## config.mk

```make
export PLATFORM = sky130hd
export DESIGN_NAME = xlb_out_reg
export DESIGN_NICKNAME = d
export VERILOG_FILES = /design/src/rtl/xlb_pkg.sv /design/src/rtl/xlb_out_reg.sv
export SDC_FILE = /design/constraint.sdc
export NUM_CORES = 1
export LEC_CHECK = 0
export BUFFER_PORTS_ARGS = -buffer_cell sky130_fd_sc_hd__buf_2
export CAP_MARGIN = 0
export CORE_MARGIN = 2
export CORE_UTILIZATION = 37
export CTS_CLUSTER_DIAMETER = 50
export DETAILED_ROUTE_END_ITERATION = 8
export PLACE_DENSITY = 0.75
export SLEW_MARGIN = 20
export SYNTH_ARGS = -nofsm -noshare
export SYNTH_HDL_FRONTEND = slang
export SYNTH_SLANG_ARGS = --single-unit
```

## constraint.sdc

```tcl
create_clock -name clk -period 4 [get_ports clk]
set_input_delay 0.4 -clock clk [delete_from_list [all_inputs] [get_ports clk]]
set_output_delay 0.4 -clock clk [all_outputs]
set_load 0.005 [all_outputs]
```

## src/rtl/xlb_pkg.sv

```systemverilog
// ---------------------------------------------------------------------------
// xlb_pkg
// Shared types and constants of the XOR linear basis engine.
// ---------------------------------------------------------------------------
package xlb_pkg;

  localparam int DATA_W    = 64;   // width of value, order and answer
  localparam int SIZE_W    = 7;    // width of basis_size
  localparam int S_TDATA_W = 136;  // op + value + order, padded to bytes
  localparam int M_TDATA_W = 72;   // answer + ok + basis_size

  typedef enum logic [1:0] {
    OP_INSERT = 2'd0,
    OP_KTH    = 2'd1,
    OP_COUNT  = 2'd2,
    OP_RANK   = 2'd3
  } op_t;

  typedef enum logic [2:0] {
    ST_IDLE,
    ST_ISSUE,
    ST_DRAIN,
    ST_PLACE,
    ST_FINISH
  } state_t;

  // What the current walk over the basis memory does.
  typedef enum logic [1:0] {
    PH_REDUCE,   // descending walk, clears pivot bits of the word
    PH_KTH,      // ascending walk, combines words chosen by the order bits
    PH_UPDATE    // ascending walk, clears the new pivot from older words
  } phase_t;

  // One result item; the first member lands in the highest bits.
  typedef struct packed {
    logic [SIZE_W-1:0] basis_size;
    logic              ok;
    logic [DATA_W-1:0] answer;
  } res_t;

endpackage

```

## src/rtl/xlb_out_reg.sv

```systemverilog
// ---------------------------------------------------------------------------
// xlb_out_reg
// Output register that holds one result item until the sink takes it.
// ---------------------------------------------------------------------------
module xlb_out_reg import xlb_pkg::*; (
  input  logic                 clk,
  input  logic                 rst,
  input  logic                 in_valid,
  output logic                 in_ready,
  input  res_t                 in_res,
  output logic                 m_tvalid,
  input  logic                 m_tready,
  output logic [M_TDATA_W-1:0] m_tdata
);

  res_t held;

  assign in_ready = !m_tvalid || m_tready;
  assign m_tdata  = held;

  always_ff @(posedge clk) begin
    if (rst) begin
      m_tvalid <= 1'b0;
    end else begin
      if (in_ready) begin
        m_tvalid <= in_valid;
        if (in_valid) held <= in_res;
      end
    end
  end

endmodule

```

# ---- Word-level counts from Yosys, hierarchy flattened
# Cells that the tools add are included.
dict set report classes {
  bitwise 1
  n_reduce_logical 3
}
# cell count
set ops {}
lappend ops {{3-bit AND reduction} 1}
lappend ops {{1-bit zero test} 1}
lappend ops {{1-bit logical OR} 1}
lappend ops {{1-bit NOT} 1}
dict set report word_totals {
  word_cells 8
  out_inout_bits 74
  register_bits 73
  input_bits 76
}

# ---- Logic depth before layout (Yosys ltp)
dict set report depth {
  word_depth 3
  mapped_depth 2
  depth_no_buf 2
}

# ---- Worst setup path after synthesis
# Ideal clock, no wire load.
dict set report synth_timing {
  kind {input-to-reg}
  startpoint {input m_tready}
  endpoint {register held, in the netlist m_tdata[0], enable pin}
  t_arrival_ns 3.315
  setup_slack_ns 0.196
  n_path_buf 0
  cell_stages 2
  t_required_ns 3.511
  setup_ns 0.489
  cell_sequence {nand2b_4 -> nor3b_2}
}
dict set report synth_via {
  elab_chain_len 2
}
# element line
set synth_lines {}
lappend synth_lines {{start, declared} xlb_out_reg.sv:12} ;# input logic m_tready,
lappend synth_lines {{1-bit logical OR} xlb_out_reg.sv:18} ;# assign in_ready = !m_tvalid || m_tready;
lappend synth_lines {{3-bit AND reduction (no source line)} -}
lappend synth_lines {{end signal, assigned} xlb_out_reg.sv:27} ;# if (in_valid) held <= in_res;
lappend synth_lines {{end, declared} xlb_out_reg.sv:16} ;# res_t held;
# Every way passes these cells.
# A chain may end at the register's enable or synchronous reset.

# ---- Worst setup path in the final report
dict set report layout_timing {
  startpoint {register m_tvalid}
  endpoint {register held, in the netlist m_tdata[62], enable pin}
}
dict set report layout_via {
  elab_chain_len 3
}
# element line
set layout_lines {}
lappend layout_lines {{start, declared} xlb_out_reg.sv:11} ;# output logic m_tvalid,
lappend layout_lines {{start signal, assigned} xlb_out_reg.sv:26} ;# m_tvalid <= in_valid;
lappend layout_lines {{1-bit zero test} xlb_out_reg.sv:18}
lappend layout_lines {{1-bit logical OR} xlb_out_reg.sv:18}
lappend layout_lines {{3-bit AND reduction (no source line)} -}
# Every way passes these cells.

==> results.json <==
{
  "clk_latency_ns": 0.33,
  "fmax_mhz": 676,
  "drt-initial-drc-count": 46,
  "whs_ns": 0.241,
  "cts_resized": 0,
  "rrSetupSlack_ns": 2.52,
  "path_buf_inv": 1,
  "vias": 1340,
  "yosysWarnings": 0,
  "period_minus_slack_ns": 1.48,
  "worst_path_largest_cell_delay_ns": 0.48,
  "antenna_found_initial": 0,
  "synth_cells": 77,
  "postCtsSetupBuffers": 0,
  "reg2reg_depth": 3,
  "groute.usage.overall_pct": 13.9,
  "cellPowerDensity_mw_per_mm2": 483,
  "fillers": 457,
  "clk_path_buf_depth": 2,
  "antenna_cells": 0,
  "relSlewSlack_pct": 64.7,
  "slowest_stage": "buf_4",
  "worst_hold_startpoint": "in_res[61]",
  "regToRegStartpoint": "m_tvalid",
  "grt_first_pass_wirelength_um": 6250,
  "critPathTopFamily": "buffers and inverters",
  "final_nets": 315,
  "dp_hpwl_um": 3530,
  "power_mw": 1.60,
  "ios": 150,
  "min-delay-path-class": "in2reg",
  "path_class": "reg2reg",
  "die-width_um": 81.4,
  "ir_drop_mv": 0.295,
  "syn-cell-area_mm2": 0.00222,
  "ys_ff_latch": 73,
  "grt_max_degree": 45,
  "min_to": "m_tdata[61]",
  "gp_congestion": 0.719,
  "crit_fanout": 44,
  "final.setup.tns_ns": 0,
  "cp-startpoint": "m_tvalid",
  "fin_skew_ns": 0.00902,
  "crit_chain": "nand2b_4 > nor3b_4 > buf_4",
  "finalCritPeriodShare_pct": 37.0,
  "reg2reg_to": "m_tdata[62]",
  "numPortBuffers": 149,
  "htreeDepth": 3,
  "core_mm2": 0.00585,
  "drcViolationCount": 0,
  "rows": 28,
  "fp.dieH_um": 81.4,
  "cp.arrival_ns": 1.44,
  "start_util_pct": 37.9,
  "cts.sinks": 73,
  "hold_viol_final": 0,
  "syn_to_final_growth_pct": 48.8,
  "hold_buffers": 0,
  "leakagePower_nw": 1.40,
  "status": "finished, final reports clean",
  "drive_gt1_share_pct": 68.9,
  "ys_types": 6,
  "die_area_mm2": 0.00663,
  "grt.overflow.total": 0,
  "drt_wl_total_um": 4590,
  "start_kind": "flip-flop",
  "required_ns": 3.97,
  "cts_tree": "yes",
  "first_pass_iters": 4,
  "end_kind": "flip-flop",
  "hold_depth": 1,
  "antenna_left": 0,
  "rsz0062_at_grt": "false",
  "cts-root-buf": "clkbuf_8",
  "synth_area_per_cell_um2": 28.8,
  "clkSlewWorstSetupHoldPaths_ns": 0.08,
  "post_drt_wl_per_cell_um": 14.4,
  "setup_violations": 0,
  "synth_nets": 153,
  "viasPerCell": 4.20,
  "ys_seq_area_share_pct": 98.4,
  "worst_slew_pin_slew_ns": 0.529,
  "grt_pass1_vias": 1374,
  "max_cap_viol_count": 0,
  "cts_made_buffers": 9,
  "slew_violations": 0
}
[metal layers]
| layer | up-vias | wire [um] | global-route usage, % |
|---|---|---|---|
| met5 | - | 0 | 0 |
| met2 | 88 | 2370 | 21.4 |
| met1 | 609 | 1450 | 12.7 |
| met3 | 12 | 639 | 9.89 |
| met4 | 0 | 138 | 9.83 |
| li1 | 631 | - | - |
[registers in the layout (all words and copies together) (netlist names)]
signal / count
m_tdata: 72
m_tvalid: 1
[power breakdown]
part | switching, mW | total (mW) | internal, mW
clock | 0.253 | 0.620 | 0.367
sequential | 0.00718 | 0.886 | 0.879
combinational | 0.0415 | 0.0888 | 0.0473
[stage by stage]
stage / instance area (um2) / setup slack [ns] / utilization, % / cells
2_1_floorplan: 2220 / 0.196 / - / 77
3_3_place_gp: 3080 / 2.36 / 52.6 / 303
3_5_place_dp: 3080 / 2.32 / 52.6 / 303
4_1_cts: 3300 / 2.52 / 56.4 / 319
5_1_grt: 3300 / 2.44 / 56.4 / 319
6_report: 3300 / 2.52 / 56.4 / 319
[area by class of cell]
type	count	area (um2)	area share (%)
Sequential cell	73	2180	66.1
Inverter	1	3.75	0.114
Timing Repair Buffer	151	761	23.1
Clock inverter	5	80.1	2.43
Multi-Input combinational cell	3	37.5	1.14
Clock buffer	11	141	4.29
Tap cell	75	93.8	2.84
[worst max-delay path by stage]
stage,end,slack (ns),depth (start not counted)
6_report,m_tdata[62],2.52,3
5_1_grt,m_tdata[11],2.44,3
4_1_cts,m_tdata[32],2.52,3
3_5_place_dp,m_tdata[32],2.32,4
3_3_place_gp,m_tdata[66],2.36,4
2_1_floorplan,m_tdata[0],0.20,2
[cell families (layout without fill, tap and decap cells)]
| group | after synthesis | count (layout) | share of synthesized area (%) |
|---|---|---|---|
| buffers and inverters | 1 | 168 | 0.169 |
| AOI/OAI and AO/OA | 1 | 1 | 0.226 |
| and+or+nand+nor | 2 | 2 | 1.18 |
| DFF | 73 | 73 | 98.4 |
[cells in the final DEF, fill, tap and decap left out]
| cell | Yosys | final |
|---|---|---|
| nand2b_4 | 1 | 1 |
| inv_1 | 1 | 1 |
| a21oi_1 | 1 | 1 |
| dfxtp_1 | 1 | 1 |
| clkinvlp_4 | 0 | 2 |
| buf_4 | 0 | 2 |
| clkinv_2 | 0 | 1 |
| clkbuf_8 | 0 | 10 |
| edfxtp_1 | 72 | 72 |
| buf_2 | 0 | 149 |
| nor3b_4 | 0 | 1 |
| bufinv_16 | 0 | 2 |
| clkbuf_1 | 0 | 1 |
[cells in the mapped netlist]
master,instances,area (um2)
dfxtp_1,1,20.0
a21oi_1,1,5.00
nor3b_2,1,12.5
nand2b_4,1,13.8
edfxtp_1,72,2160
inv_1,1,3.75
(Power assumes the default switching activity.)
